### config.mk
export PLATFORM = sky130hd
export DESIGN_NAME = ljr_queue
export DESIGN_NICKNAME = d
export VERILOG_FILES = /design/src/hw/rtl/ljr_pkg.sv /design/src/hw/rtl/ljr_queue.sv
export VERILOG_INCLUDE_DIRS = /design/src /design/src/hw/rtl
export SDC_FILE = /design/constraint.sdc
export NUM_CORES = 1
export LEC_CHECK = 0
export ABC_AREA = 0
export BUFFER_PORTS_ARGS = -buffer_cell sky130_fd_sc_hd__buf_2
export CAP_MARGIN = 20
export CORE_MARGIN = 4
export CORE_UTILIZATION = 32
export DETAILED_ROUTE_END_ITERATION = 8
export GPL_TIMING_DRIVEN = 0
export PLACE_DENSITY_LB_ADDON = 0.12
export SLEW_MARGIN = 5
export SYNTH_ARGS = -nofsm -noshare
export SYNTH_HDL_FRONTEND = slang
export SYNTH_SLANG_ARGS = --single-unit
### constraint.sdc
create_clock -name clk -period 4.27 [get_ports clk]
set_input_delay 0 -clock clk [delete_from_list [all_inputs] [get_ports clk]]
set_output_delay 0 -clock clk [all_outputs]
set_load 0.005 [all_outputs]
### src/hw/rtl/assert_macros.svh
// Assertion macros shared by the RTL of the instruction executor.
// Needs clk and rst_n in the scope where a macro is used.
`ifndef ASSERT_MACROS_SVH
`define ASSERT_MACROS_SVH

// Plain property, checked outside reset.
`define LJR_ASSERT(lbl, prop, msg) \
  lbl: assert property (@(posedge clk) disable iff (!rst_n) (prop)) \
    else $error(msg);

// Same-cycle implication, checked outside reset.
`define LJR_ASSERT_IMP(lbl, ante, cons, msg) \
  lbl: assert property (@(posedge clk) disable iff (!rst_n) (ante) |-> (cons)) \
    else $error(msg);

`endif

### src/hw/rtl/ljr_pkg.sv
// Shared types and constants of the LDA/JSR/RTS executor.
// No dependencies.
`timescale 1ns / 1ps

package ljr_pkg;

  localparam int ADDR_BITS = 16;

  localparam logic [3:0] CMD_STORE  = 4'd0;
  localparam logic [3:0] CMD_LOADPS = 4'd1;
  localparam logic [3:0] CMD_IMM    = 4'd2;
  localparam logic [3:0] CMD_ZP     = 4'd3;
  localparam logic [3:0] CMD_ZPX    = 4'd4;
  localparam logic [3:0] CMD_ABS    = 4'd5;
  localparam logic [3:0] CMD_ABSX   = 4'd6;
  localparam logic [3:0] CMD_ABSY   = 4'd7;
  localparam logic [3:0] CMD_JSR    = 4'd8;
  localparam logic [3:0] CMD_RTS    = 4'd9;

  localparam logic [7:0] STACK_PAGE = 8'h01;
  localparam logic [7:0] SP_RESET   = 8'hFF;

  typedef enum logic [3:0] {
    OP_STORE, OP_LOADPS, OP_IMM, OP_ZP, OP_ZPX,
    OP_ABS, OP_ABSI, OP_JSR, OP_RTS, OP_NOP
  } op_t;

  typedef struct packed {
    logic [3:0]  command;
    logic [15:0] address;
    logic [7:0]  data;
    logic [7:0]  index_x;
    logic [7:0]  index_y;
  } in_item_t;

  typedef struct packed {
    logic [7:0]  accumulator;
    logic        zero_flag;
    logic        negative_flag;
    logic [15:0] program_counter;
    logic [7:0]  stack_pointer;
    logic [2:0]  cycles_used;
  } out_item_t;

  // Decoded transaction held in the queue.
  typedef struct packed {
    op_t         op;
    logic [15:0] address;
    logic [7:0]  data;
    logic [7:0]  index;
    logic [2:0]  cycles;
  } q_item_t;

endpackage

### src/hw/rtl/ljr_queue.sv
// Two-entry queue of decoded transactions between front and back end.
// Depends on ljr_pkg and assert_macros.svh.
`timescale 1ns / 1ps
`include "assert_macros.svh"

module ljr_queue (
  input  logic              clk,
  input  logic              rst_n,
  input  logic              push,
  input  ljr_pkg::q_item_t  push_item,
  output logic              full,
  input  logic              pop,
  output logic              head_valid,
  output ljr_pkg::q_item_t  head_item
);

  ljr_pkg::q_item_t entry_r [2];
  logic       wr_ptr_r, wr_ptr_nxt;
  logic       rd_ptr_r, rd_ptr_nxt;
  logic [1:0] count_r, count_nxt;

  assign full       = (count_r == 2'd2);
  assign head_valid = (count_r != 2'd0);
  assign head_item  = entry_r[rd_ptr_r];

  always_comb begin
    wr_ptr_nxt = wr_ptr_r ^ push;
    rd_ptr_nxt = rd_ptr_r ^ pop;
    count_nxt  = count_r + {1'b0, push} - {1'b0, pop};
  end

  always_ff @(posedge clk) begin
    if (!rst_n) begin
      wr_ptr_r <= 1'b0;
      rd_ptr_r <= 1'b0;
      count_r  <= 2'd0;
    end else begin
      wr_ptr_r <= wr_ptr_nxt;
      rd_ptr_r <= rd_ptr_nxt;
      count_r  <= count_nxt;
    end
  end

  always_ff @(posedge clk) begin
    if (push) begin
      entry_r[wr_ptr_r] <= push_item;
    end
  end

  `LJR_ASSERT(a_count_range, count_r != 2'd3, "queue count out of range")
  `LJR_ASSERT_IMP(a_pop_nonempty, pop, head_valid, "pop from empty queue")
  `LJR_ASSERT_IMP(a_push_room, push, !full, "push into full queue")

endmodule

==> results_tabular.tex <==
\begin{tabular}{lr}
\hline
Metric & Value \\
\hline
\multicolumn{2}{l}{\textbf{Worst setup path}} \\
Crit path launch type & flop \\
Origin of the critical flop-to-flop path & wr\_ptr\_r \\
Class of the most critical setup path & reg -> out \\
Req. time, crit path & 4.27 ns \\
Count of cells along the worst register-to-register path & 3 \\
Cell-by-cell trace of the critical path & buf\_6 -> buf\_8 -> mux2\_4 -> buf\_2 \\
Maximum single-stage delay on the critical path & 0.38 ns \\
Master of the slowest instance on the critical path & sky130\_fd\_sc\_hd\_\_dfxtp\_1 \\
Worst Path Arrival & 1.50 ns \\
Crit. End Element & primary output \\
Critical Path Fanout Max & 10 \\
Worst reg-to-reg setup slack & 2.79 ns \\
Worst reg2reg path endpoint & entry\_r[0][26] \\
\multicolumn{2}{l}{\textbf{Yosys}} \\
Syn. warnings & 0 \\
Synthesis-stage register bit count & 83 \\
Share of the yosys chip area belonging to registers & 78.9\% \\
Most used standard cell by instance count after synthesis & sky130\_fd\_sc\_hd\_\_edfxtp\_1 \\
Synth area leader & sky130\_fd\_sc\_hd\_\_edfxtp\_1 \\
Area share of the largest cell type after synthesis & 75.6\% \\
Cell types with the largest area share after synthesis & sky130\_fd\_sc\_hd\_\_edfxtp\_1 (76\%), sky130\_fd\_sc\_hd\_\_mux2\_2 (11\%), sky130\_fd\_sc\_hd\_\_mux2\_4 (4.8\%), sky130\_fd\_sc\_hd\_\_dfxtp\_1 (3.2\%), sky130\_fd\_sc\_hd\_\_ha\_1 (1.6\%) \\
Cell area after synthesis & 3100 um2 \\
Synthesized area per cell & 21.8 um2 \\
Number of synthesized flops with an enable pin & 78 \\
Count of mapped cells out of synthesis & 142 \\
Top\_reg\_cell synth & sky130\_fd\_sc\_hd\_\_edfxtp\_1 \\
Net count after synthesis & 189 \\
Share of flip-flops with an asynchronous set or reset after synthesis & 0\% \\
Number of unique standard cell types used by synthesis & 14 \\
Synth top cells by count & sky130\_fd\_sc\_hd\_\_edfxtp\_1 (78), sky130\_fd\_sc\_hd\_\_mux2\_2 (29), sky130\_fd\_sc\_hd\_\_mux2\_4 (10) \\
\multicolumn{2}{l}{\textbf{Timing}} \\
Final setup fails & 0 \\
Maximum clock frequency & 0.667 GHz \\
Transition time of the tightest slew-check pin & 0.615 ns \\
Number of max-slew violations in the final report & 0 \\
Fin crit period & 1.50 ns \\
Share of the clock period used by the worst path & 35.1\% \\
Final sum of negative setup slack & 0 ns \\
Relative max-transition margin & 59.0\% \\
Slack of the critical path & 2.77 ns \\
Worst slack on hold paths & 0.379 ns \\
RSZ-0062 raised after global routing & no \\
Final-report hold violation count & 0 \\
Layout Skew & 0.00857 ns \\
\multicolumn{2}{l}{\textbf{CTS}} \\
Clock slew seen by the registers of the worst setup and hold paths & 0.08 ns \\
Clk\_lat worst skew & 0.34 ns \\
Number of buffers inserted by post-CTS setup repair & 0 \\
Largest buffer count on any clock path & 2 \\
Deepest level of the CTS H-tree & 3 \\
Num CTS Buffers & 9 \\
Clk sink count & 83 \\
Clock Tree Root & sky130\_fd\_sc\_hd\_\_clkbuf\_8 \\
Clock tree from TritonCTS & done \\
\multicolumn{2}{l}{\textbf{Cells and area}} \\
Final instance area & 4390 um2 \\
NumNets Final & 327 \\
Layout cells sized above 1 & 50.9\% \\
Core Util, Final & 47.0\% \\
\# diodes & 0 \\
Filler cell count in the final layout & 832 \\
Relative area change from synthesis to final layout & 41.6\% \\
\multicolumn{2}{l}{\textbf{Placed design}} \\
Post-Place Setup Slack & 2.73 ns \\
Cell area after placement & 3730 um2 \\
Post-detailed-placement half-perimeter wirelength & 3.61 mm \\
Number of buffer cells added on primary ports & 83 \\
Routability cong. & 0.637 \\
\multicolumn{2}{l}{\textbf{Routing}} \\
Initial detailed-routing violation count & 47 \\
Pre-antenna DRT Iters & 3 \\
Per-cell via count in the routed design & 4.08 \\
Overall via count from detail\_route & 1690 \\
Remaining number of nets flagged by the antenna check after routing & 0 \\
Final routed wire length divided by cell count & 13.6 um \\
Routed wire length & 5.62 mm \\
Number of design rule violations left after detail routing & 0 \\
\multicolumn{2}{l}{\textbf{Hold path}} \\
Worst Min Path Start & push\_item[18] \\
Worst min-delay path endpoint & entry\_r[0][18] \\
Hold/Removal Path Class & in -> reg \\
Number of cells on the worst hold path & 2 \\
\multicolumn{2}{l}{\textbf{Power}} \\
Flop pwr share & 52.0\% \\
Switch share & 20.0\% \\
Clock network power share & 34.9\% \\
Pwr per Cell Area & 422 nW/um2 \\
Cell internal pwr & 1.48 mW \\
Maximum ir drop on the vdd rail & 162 uV \\
Switching power total & 370 uW \\
Static power due to leakage & 1.70 nW \\
Logic pwr share & 13.1\% \\
\multicolumn{2}{l}{\textbf{Floorplanning}} \\
Vert. Die Dim & 106 um \\
IO Count & 84 \\
Placeable core region & 9330 um2 \\
Full die area & 11300 um2 \\
Initial cell density of the core & 33.2\% \\
Chip width & 106 um \\
Number of rows in the core area & 35 \\
\multicolumn{2}{l}{\textbf{Global route}} \\
Initial antenna violation count & 0 \\
Total congestion overflow & 0 \\
Routing usage on met2 & 17.9\% \\
Met3 track utilization from global routing & 3.40\% \\
Largest net degree at the start of global routing & 23 \\
Total global routing track utilization & 10.7\% \\
Global-route wire length before repair & 9.15 mm \\
Via count of the first global-routing pass & 1883 \\
Met1 track demand over resource & 12.3\% \\
Top Usage Layer GRT & met2 \\
\multicolumn{2}{l}{\textbf{Flow run}} \\
Maximum Capacitance Violations & 0 \\
\multicolumn{2}{l}{\textbf{Run status}} \\
Run status & completed \\
\hline
\end{tabular}
## metrics by stage
stage	instances	total power, mW
after floorplan	142	1.10
after global placement	354	1.19
after detailed placement	356	1.20
after CTS	414	1.88
after global routing	414	1.95
final	414	1.85
## worst max path at each step
| stage | cells after the start | slack, ns | from | endpoint |
|---|---|---|---|---|
| finish | 4 | 2.77 | flop | head_item[35] |
| global route | 3 | 2.66 | wr_ptr_r | entry_r[0][20] |
| CTS | 4 | 2.70 | flop | head_item[35] |
| detailed placement | 3 | 2.73 | wr_ptr_r | entry_r[0][17] |
| global placement | 2 | 1.91 | wr_ptr_r | entry_r[0][16] |
| floorplan | 2 | 2.55 | wr_ptr_r | entry_r[0][0] |
## sequential cells by signal (all words and copies together), names as in the netlist, named ones only
register,flops
rd_ptr_r,1
wr_ptr_r,1
entry_r,78
count_r,2
## metal layers
layer,vias up,routed length [um]
li1,821,-
met1,808,2400
met2,51,2800
met3,10,311
met4,0,106
met5,-,0
## critical path: cells and delay by family (launching register included)
family   cells  cell delay (ns)
buf+inv      3             0.48
flops        1             0.38
mux          1             0.31
## final cells by class
cell class	instances	area, um2	share of cell area (%)
Buffer	4	41.3	0.942
Tap cell	129	161	3.68
Inverter	3	11.3	0.257
Clock inverter	6	104	2.37
Clock buffer	10	128	2.91
Timing Repair Buffer	127	891	20.3
Sequential cell	83	2440	55.7
Multi-Input combinational cell	52	607	13.8
## cells in the final DEF, fill, tap and decap left out, drive strengths merged
cell type and instances:
and2 3, buf 89, bufinv 3, clkbuf 10, clkinv 3, dfxtp 5
dlygate4sd3 42, edfxtp 78, ha 4, inv 3, mux2 39, nor2b 3
or2 1, xnor3 1, xor2 1
## what timing repair did
item | in CTS | in global routing
hold endpoints to repair | 83 | 0
resized for setup | 0 | 0
hold buffers | 42 | 0
## power groups by stage
stage               combinational [mW]  clock, mW  sequential [mW]
global placement                 0.209          0            0.981
CTS                              0.250      0.669            0.962
detailed placement               0.220          0            0.980
finish                           0.243      0.645            0.961
global route                     0.270      0.709            0.966
floorplan                        0.119          0            0.978
## cell families (layout without fill, tap and decap cells)
| family | count (synthesis) | count (layout) | synth area share (%) |
|---|---|---|---|
| DFF | 83 | 83 | 78.9 |
| muxes | 39 | 39 | 15.4 |
| and+or+nand+nor | 7 | 7 | 1.41 |
| buffers and inverters | 7 | 150 | 1.70 |
| adders and majority gates | 4 | 4 | 1.62 |
| xor gates and xnor gates | 2 | 2 | 1.01 |
(Power assumes the default switching activity.)
