File: config.mk
export PLATFORM = sky130hd
export DESIGN_NAME = ljr_front
export DESIGN_NICKNAME = d
export VERILOG_FILES = /design/src/hw/rtl/assert_macros.svh /design/src/hw/rtl/ljr_pkg.sv /design/src/hw/rtl/ljr_front.sv
export SDC_FILE = /design/constraint.sdc
export NUM_CORES = 1
export LEC_CHECK = 0
export ABC_CLOCK_PERIOD_IN_PS = 1400
export BUFFER_PORTS_ARGS = -buffer_cell sky130_fd_sc_hd__buf_2
export CORE_ASPECT_RATIO = 1.1
export CORE_UTILIZATION = 23
export DETAILED_ROUTE_END_ITERATION = 6
export PLACE_DENSITY = 0.88
export SLEW_MARGIN = 20
export SYNTH_ARGS = -nofsm -noshare
export SYNTH_HDL_FRONTEND = slang
export SYNTH_SLANG_ARGS = --single-unit
File: constraint.sdc
create_clock -name vclk -period 1.4
set_input_delay 0.21 -clock vclk [all_inputs]
set_output_delay 0.21 -clock vclk [all_outputs]
set_load 0.02 [all_outputs]
File: src/hw/rtl/assert_macros.svh
// Assertion macros shared by the RTL of the instruction executor.
// Needs clk and rst_n in the scope where a macro is used.
`ifndef ASSERT_MACROS_SVH
`define ASSERT_MACROS_SVH

// Plain property, checked outside reset.
`define LJR_ASSERT(lbl, prop, msg) \
  lbl: assert property (@(posedge clk) disable iff (!rst_n) (prop)) \
    else $error(msg);

// Same-cycle implication, checked outside reset.
`define LJR_ASSERT_IMP(lbl, ante, cons, msg) \
  lbl: assert property (@(posedge clk) disable iff (!rst_n) (ante) |-> (cons)) \
    else $error(msg);

`endif

File: src/hw/rtl/ljr_pkg.sv
// Shared types and constants of the LDA/JSR/RTS executor.
// No dependencies.
`timescale 1ns / 1ps

package ljr_pkg;

  localparam int ADDR_BITS = 16;

  localparam logic [3:0] CMD_STORE  = 4'd0;
  localparam logic [3:0] CMD_LOADPS = 4'd1;
  localparam logic [3:0] CMD_IMM    = 4'd2;
  localparam logic [3:0] CMD_ZP     = 4'd3;
  localparam logic [3:0] CMD_ZPX    = 4'd4;
  localparam logic [3:0] CMD_ABS    = 4'd5;
  localparam logic [3:0] CMD_ABSX   = 4'd6;
  localparam logic [3:0] CMD_ABSY   = 4'd7;
  localparam logic [3:0] CMD_JSR    = 4'd8;
  localparam logic [3:0] CMD_RTS    = 4'd9;

  localparam logic [7:0] STACK_PAGE = 8'h01;
  localparam logic [7:0] SP_RESET   = 8'hFF;

  typedef enum logic [3:0] {
    OP_STORE, OP_LOADPS, OP_IMM, OP_ZP, OP_ZPX,
    OP_ABS, OP_ABSI, OP_JSR, OP_RTS, OP_NOP
  } op_t;

  typedef struct packed {
    logic [3:0]  command;
    logic [15:0] address;
    logic [7:0]  data;
    logic [7:0]  index_x;
    logic [7:0]  index_y;
  } in_item_t;

  typedef struct packed {
    logic [7:0]  accumulator;
    logic        zero_flag;
    logic        negative_flag;
    logic [15:0] program_counter;
    logic [7:0]  stack_pointer;
    logic [2:0]  cycles_used;
  } out_item_t;

  // Decoded transaction held in the queue.
  typedef struct packed {
    op_t         op;
    logic [15:0] address;
    logic [7:0]  data;
    logic [7:0]  index;
    logic [2:0]  cycles;
  } q_item_t;

endpackage

File: src/hw/rtl/ljr_front.sv
// Front end: takes input transactions and decodes the command.
// Depends on ljr_pkg.
`timescale 1ns / 1ps

module ljr_front (
  input  logic               in_valid,
  output logic               in_stall,
  input  ljr_pkg::in_item_t  in_item,
  input  logic               q_full,
  output logic               q_push,
  output ljr_pkg::q_item_t   q_item
);

  assign in_stall = q_full;
  assign q_push   = in_valid && !q_full;

  always_comb begin
    q_item.address = in_item.address;
    q_item.data    = in_item.data;
    q_item.index   = in_item.index_x;
    q_item.op      = ljr_pkg::OP_NOP;
    q_item.cycles  = 3'd0;
    case (in_item.command)
      ljr_pkg::CMD_STORE:  q_item.op = ljr_pkg::OP_STORE;
      ljr_pkg::CMD_LOADPS: q_item.op = ljr_pkg::OP_LOADPS;
      ljr_pkg::CMD_IMM: begin
        q_item.op     = ljr_pkg::OP_IMM;
        q_item.cycles = 3'd1;
      end
      ljr_pkg::CMD_ZP: begin
        q_item.op     = ljr_pkg::OP_ZP;
        q_item.cycles = 3'd2;
      end
      ljr_pkg::CMD_ZPX: begin
        q_item.op     = ljr_pkg::OP_ZPX;
        q_item.cycles = 3'd3;
      end
      ljr_pkg::CMD_ABS: begin
        q_item.op     = ljr_pkg::OP_ABS;
        q_item.cycles = 3'd3;
      end
      ljr_pkg::CMD_ABSX: begin
        q_item.op     = ljr_pkg::OP_ABSI;
        q_item.cycles = 3'd3;
      end
      ljr_pkg::CMD_ABSY: begin
        q_item.op     = ljr_pkg::OP_ABSI;
        q_item.index  = in_item.index_y;
        q_item.cycles = 3'd3;
      end
      ljr_pkg::CMD_JSR: begin
        q_item.op     = ljr_pkg::OP_JSR;
        q_item.cycles = 3'd5;
      end
      ljr_pkg::CMD_RTS: begin
        q_item.op     = ljr_pkg::OP_RTS;
        q_item.cycles = 3'd5;
      end
      default: q_item.op = ljr_pkg::OP_NOP;
    endcase
  end

endmodule

==> impl_table.tex, run 1 <==
\begin{tabular}{lr}
\hline
Metric & Value \\
\hline
\multicolumn{2}{l}{\textbf{Outcome}} \\
\quad Result of the run & finished with violations \\
\quad Violations in the final reports & negative setup slack \\
\multicolumn{2}{l}{\textbf{Global routing}} \\
\quad Initial antenna violation count & 0 \\
\quad Number of global-route vias before repair & 395 \\
\quad Maximum number of pins on one net before global-route repair & 9 \\
\quad Sum of overflow across all layers after global routing & 0 \\
\quad GRT Resource Usage Total & 10.4\% \\
\quad First-pass GRT wire length & 1660 um \\
\multicolumn{2}{l}{\textbf{STA}} \\
\quad Final max-slew violation count & 0 \\
\quad Post-route fraction of the period consumed by the critical path & 116\% \\
\quad Maximum clock rate & 0.618 GHz \\
\quad Number of failing hold endpoints at the final stage & 0 \\
\quad Worst hold-check slack & 420 ps \\
\quad Normalized max-slew margin & 89.6\% \\
\quad Final Worst Setup Slack & -219 ps \\
\quad Total negative slack & -1720 ps \\
\quad Final setup violation count & 8 \\
\quad RSZ-0062 raised after global routing & true \\
\quad Final min period & 1620 ps \\
\quad Tightest Pin Transition & 156 ps \\
\multicolumn{2}{l}{\textbf{Floorplan}} \\
\quad Core outline area & 0.00163 sq mm \\
\quad Die width & 42.7 um \\
\quad Effective utilization at floorplan & 25.7\% \\
\quad Site row count & 15 \\
\quad Number of top-level design ports & 87 \\
\quad Die outline area & 0.00200 sq mm \\
\quad Die Span Y & 46.8 um \\
\multicolumn{2}{l}{\textbf{Finish}} \\
\quad Number of clock buffers in the layout & 0 \\
\quad Num sequential & 0 \\
\quad Area of all sequential standard cells & 0 sq um \\
\quad Final core utilization & 33.5\% \\
\quad Count of nets after finishing & 118 \\
\quad Share of final-layout standard cells stronger than drive strength 1 & 81.4\% \\
\quad Syn-to-layout area delta & 30.4\% \\
\quad Ant. Diodes & 0 \\
\multicolumn{2}{l}{\textbf{Route}} \\
\quad Residual antenna-violating net count after detailed routing & 0 \\
\quad Max layer used & met4 \\
\quad Routed length on met3 & 213 um \\
\quad Met2 wire length & 526 um \\
\quad First-pass DRT Iterations & 2 \\
\quad DR WL/cell & 13.1 um \\
\quad Wire length on met1 & 335 um \\
\quad Detailed Route WL & 1140 um \\
\quad First-iteration detailed-routing DRC count & 1 \\
\quad DRC Markers & 0 \\
\quad Average via count per standard cell & 4.77 \\
\quad Total number of vias & 415 \\
\multicolumn{2}{l}{\textbf{Synth}} \\
\quad Synthesized area divided by synthesized cell count & 8.06 sq um \\
\quad Post-Synthesis Cells & 52 \\
\quad Cell area after synthesis & 419 sq um \\
\quad Synthesized netlist net count & 98 \\
\quad Fraction of the yosys area taken by sequential cells & 0\% \\
\quad Netlist cell types & 16 \\
\quad Synth warn & 0 \\
\multicolumn{2}{l}{\textbf{Power}} \\
\quad P\_leak & 0.329 nW \\
\quad Total power per unit cell area & 362 mW/mm\^{}2 \\
\quad Maximum vdd drop & 0.0000760 V \\
\quad Power consumption & 0.198 mW \\
\multicolumn{2}{l}{\textbf{Worst hold path}} \\
\quad Hold worst-path end & q\_item[11] \\
\quad Class of the tightest hold or removal check & in2out \\
\quad Worst Hold Path Cells & 0 \\
\quad Min-Delay Startpoint & in\_item[16] \\
\multicolumn{2}{l}{\textbf{Flow run}} \\
\quad Reported max-cap violation count & 0 \\
\multicolumn{2}{l}{\textbf{Setup path}} \\
\quad Startpoint kind of the worst setup timing path & input port \\
\quad WP data required & 1190 ps \\
\quad Startpoint-to-endpoint class of the critical path & in2out \\
\quad Critical path fanouts, max & 8 \\
\quad Critical Path End Type & output pin \\
\quad Worst EP arrival & 1410 ps \\
\multicolumn{2}{l}{\textbf{Place}} \\
\quad Placed wire-length estimate & 969 um \\
\quad PortBufs & 39 \\
\quad Placement-stage worst setup slack & -292 ps \\
\quad Last weighted congestion value of the routability-driven placer & 0.759 \\
\multicolumn{2}{l}{\textbf{CTS}} \\
\quad Number of hold buffers added after CTS & 0 \\
\hline
\end{tabular}
==> kinds of logic after synthesis <==
| kind of cell | after synthesis | synth area share, % |
|---|---|---|
| buffers and inverters | 30 | 51.0 |
| multiplexers | 8 | 28.7 |
| AO/OA/AOI/OAI | 8 | 11.3 |
| AND/OR/NAND/NOR | 6 | 8.96 |
==> worst max-delay path by stage <==
stage	slack [ps]	to	startpoint	depth (start not counted)
after floorplan	-110	q_item[10]	in_item[43]	4
after global placement	-270	q_item[6]	in_item[40]	5
after detailed placement	-290	q_item[3]	in_item[40]	5
after CTS	-220	q_item[3]	in_item[43]	4
after global routing	-240	q_item[6]	in_item[43]	4
final	-220	q_item[3]	in_item[43]	4
==> final cells by class <==
cell class | instances | area, sq um
Fill cell | 168 | 1090
Timing Repair Buffer | 45 | 309
Multi-Input combinational cell | 22 | 205
Tap cell | 17 | 21.3
Inverter | 3 | 11.3
==> routing by layer <==
layer  vias up  global-route usage, %
met3        12                   3.85
met4         0                   6.88
met2        48                   19.7
li1        185                      -
met5         -                      0
met1       170                   9.66
==> cells in the final DEF, fill, tap and decap left out <==
cell type,count
buf_2,28
buf_6,11
mux2_4,8
buf_4,6
a21oi_1,4
inv_2,2
o21ai_0,2
inv_1,1
nand4_1,1
o31a_2,1
and3_1,1
o21bai_1,1
nor2_1,1
nand2_1,1
or4_4,1
nor2b_1,1
==> repair_timing <==
| action | 4_1_cts | 5_1_grt |
|---|---|---|
| buffers inserted | 0 | 0 |
| gates resized for setup | 20 | 0 |
| pin swaps | 1 | 0 |
| hold endpoints to repair | 0 | 0 |
| endpoints found under the setup margin | 8 | 8 |
| gates cloned | 0 | 0 |
==> power breakdown <==
group | leakage [nW] | internal, mW | switching [mW]
Clock | 0 | 0 | 0
Combinational | 0.329 | 0.107 | 0.0915
Sequential | 0 | 0 | 0
Total | 0.329 | 0.107 | 0.0915
==> cell usage after synthesis <==
master | count | area, sq um
mux2_4 | 8 | 120
nand2_1 | 1 | 3.75
nor2b_1 | 1 | 6.26
a21oi_1 | 4 | 20.0
nand4_1 | 1 | 6.26
inv_1 | 2 | 7.51
nor2_1 | 1 | 3.75
buf_6 | 1 | 11.3
clkbuf_1 | 1 | 3.75
or4_4 | 1 | 11.3
o21ai_0 | 2 | 10.0
inv_2 | 1 | 3.75
buf_4 | 25 | 188
o31a_2 | 1 | 10.0
o21bai_1 | 1 | 7.51
and3_1 | 1 | 6.26
==> worst max-delay path: stages <==
cell and delay (ps):
buf_6 100, or4_4 630, mux2_4 340, buf_6 130
==> stage by stage <==
| step | cell area, sq um | cells |
|---|---|---|
| final | 547 | 87 |
| after global routing | 547 | 87 |
| after CTS | 547 | 87 |
| after detailed placement | 478 | 87 |
| after global placement | 478 | 87 |
| after floorplan | 433 | 52 |
(Power assumes the default switching activity.)
==> inputs of run 2 (changes only) <==
--- a/config.mk
+++ b/config.mk
@@ -7,9 +7,9 @@
 export LEC_CHECK = 0
 export ABC_CLOCK_PERIOD_IN_PS = 1400
 export BUFFER_PORTS_ARGS = -buffer_cell sky130_fd_sc_hd__buf_2
-export CORE_ASPECT_RATIO = 1.1
 export CORE_UTILIZATION = 23
 export DETAILED_ROUTE_END_ITERATION = 6
+export GPL_TIMING_DRIVEN = 0
 export PLACE_DENSITY = 0.88
 export SLEW_MARGIN = 20
 export SYNTH_ARGS = -nofsm -noshare
==> impl_table.tex, run 2 (same netlist as run 1, synthesis figures left out) <==
\begin{tabular}{lr}
\hline
Metric & Value \\
\hline
\multicolumn{2}{l}{\textbf{Outcome}} \\
\quad Result of the run & finished with violations \\
\quad Violations in the final reports & negative setup slack \\
\multicolumn{2}{l}{\textbf{Setup path}} \\
\quad Critical Path End Type & output pin \\
\quad Critical path fanouts, max & 8 (unchanged) \\
\quad WP data required & 1190 ps (about the same) \\
\quad Worst EP arrival & 1420 ps (about the same) \\
\quad Startpoint-to-endpoint class of the critical path & in2out \\
\quad Startpoint kind of the worst setup timing path & input port \\
\multicolumn{2}{l}{\textbf{Floorplan}} \\
\quad Core outline area & 0.00171 sq mm (+4.6\%) \\
\quad Die outline area & 0.00200 sq mm (about the same) \\
\quad Die Span Y & 44.7 um (-4.4\%) \\
\quad Effective utilization at floorplan & 24.5\% (-1.1 points) \\
\quad Number of top-level design ports & 87 (unchanged) \\
\quad Die width & 44.7 um (+4.7\%) \\
\quad Site row count & 15 (unchanged) \\
\multicolumn{2}{l}{\textbf{Power}} \\
\quad Power consumption & 0.339 mW (+71\%) \\
\quad P\_leak & 0.549 nW (+67\%) \\
\quad Total power per unit cell area & 381 mW/mm\^{}2 (+5.2\%) \\
\quad Maximum vdd drop & 0.000150 V (+97\%) \\
\multicolumn{2}{l}{\textbf{Global routing}} \\
\quad First-pass GRT wire length & 1710 um (+3.3\%) \\
\quad Sum of overflow across all layers after global routing & 0 (unchanged) \\
\quad Number of global-route vias before repair & 416 (+5.3\%) \\
\quad Maximum number of pins on one net before global-route repair & 9 (unchanged) \\
\quad Initial antenna violation count & 0 (unchanged) \\
\quad GRT Resource Usage Total & 11.0\% (+0.59 points) \\
\multicolumn{2}{l}{\textbf{Finish}} \\
\quad Multi-input gate area in the final layout & 205 sq um (unchanged) \\
\quad Leading cell type in the layout, fill and taps excluded & buf\_2 \\
\quad Share of final-layout standard cells stronger than drive strength 1 & 89.8\% (+8.4 points) \\
\quad Leading cell types in the layout, fill and taps excluded & buf\_2 (51), buf\_4 (30), buf\_6 (9) \\
\quad \# fillers & 158 (-6.0\%) \\
\quad Area of all sequential standard cells & 0 sq um (unchanged) \\
\quad Ant. Diodes & 0 (unchanged) \\
\quad Count of nets after finishing & 166 (+41\%) \\
\quad Cell Count, Final, Fillers Out & 143 (+64\%) \\
\quad Design Area, Final & 890 sq um (+63\%) \\
\quad Number of clock buffers in the layout & 0 (unchanged) \\
\quad Num sequential & 0 (unchanged) \\
\quad Syn-to-layout area delta & 112\% \\
\quad Final core utilization & 52.1\% (+19 points) \\
\multicolumn{2}{l}{\textbf{Place}} \\
\quad Instance area after placement & 774 sq um (+62\%) \\
\quad Post-placement cell count & 139 (+60\%) \\
\quad Placed wire-length estimate & 1180 um (+21\%) \\
\quad PortBufs & 62 (+59\%) \\
\quad Last weighted congestion value of the routability-driven placer & 0.687 (-9.5\%) \\
\multicolumn{2}{l}{\textbf{Route}} \\
\quad Total number of vias & 581 (+40\%) \\
\quad Average via count per standard cell & 4.06 (-15\%) \\
\quad DR WL/cell & 9.99 um (-24\%) \\
\quad DRC Markers & 0 (unchanged) \\
\quad First-iteration detailed-routing DRC count & 4 (+3) \\
\quad First-pass DRT Iterations & 4 (+2) \\
\quad Detailed Route WL & 1430 um (+25\%) \\
\quad Residual antenna-violating net count after detailed routing & 0 (unchanged) \\
\multicolumn{2}{l}{\textbf{STA}} \\
\quad Post-route fraction of the period consumed by the critical path & 116\% (+0.65 points) \\
\quad Tightest Pin Transition & 150 ps (-6.05 ps) \\
\quad Worst hold-check slack & 637 ps (+217 ps) \\
\quad Number of failing hold endpoints at the final stage & 0 (unchanged) \\
\quad Final max-slew violation count & 0 (unchanged) \\
\quad RSZ-0062 raised after global routing & true \\
\quad Normalized max-slew margin & 89.9\% (+0.30 points) \\
\quad Final min period & 1630 ps (+9.11 ps) \\
\quad Maximum clock rate & 0.614 GHz (-0.56\%) \\
\quad Final setup violation count & 8 (unchanged) \\
\quad Final Worst Setup Slack & -228 ps (-9.11 ps) \\
\multicolumn{2}{l}{\textbf{Worst hold path}} \\
\quad Class of the tightest hold or removal check & in2out \\
\multicolumn{2}{l}{\textbf{Flow run}} \\
\quad Reported max-cap violation count & 0 (unchanged) \\
\hline
\end{tabular}
==> run 2: cell count changes in the layout (fill, tap and decap cells not counted), sizes merged <==
| cell | change |
|---|---|
| buf | +47 |
| clkbuf | +1 |
==> run 2: cell type report <==
| cell class | instances | area share, % |
|---|---|---|
| plain buffers | 26 | 23.9 |
| repair buffers | 67 | 47.7 |
| multi-input cells | 22 | 23.1 |
| well taps | 25 | 3.52 |
| inverters | 3 | 1.83 |
==> run 2: worst paths after layout <==
path                         from          to  slack, ps  cells after the start
worst max-delay path  in_item[40]   q_item[6]       -230                      5
worst min-delay path  in_item[18]  q_item[13]        640                      2
==> run 2: what timing repair did <==
| item | CTS | global route |
|---|---|---|
| gates resized for setup | 24 | 5 |
| endpoints found under the setup margin | 8 | 8 |
| hold endpoints to repair | 0 | 0 |
| pin swaps | 1 | 1 |
| hold buffers | 0 | 0 |
| buffers inserted | 3 | 2 |
==> run 2: worst max-delay path, stage by stage <==
cell and delay, ps:
buf_8 80, inv_4 30, or4_4 630, mux2_4 340
buf_6 130
==> run 2: per-layer routing <==
layer | up-vias | GRT usage (%) | wire length, um | share of wire (%)
met5 | - | 0 | 0 | 0
met4 | 0 | 0 | 0 | 0
met3 | 0 | 1.20 | 246 | 17
met2 | 61 | 26.8 | 773 | 54
met1 | 238 | 9.40 | 409 | 29
li1 | 282 | - | - | -
==> run 2: report_power, final <==
| part | switching [mW] | total (mW) | leakage, nW | internal, mW |
|---|---|---|---|---|
| sequential | 0 | 0 | 0 | 0 |
| combinational | 0.159 | 0.339 | 0.549 | 0.180 |
| clock | 0 | 0 | 0 | 0 |
==> run 2: per-stage QoR <==
step | setup WS, ps | TNS [ps]
floorplan | -113 | -907
global placement | -330 | -2630
detailed placement | -348 | -2760
CTS | -219 | -1740
global route | -246 | -1940
finish | -228 | -1790
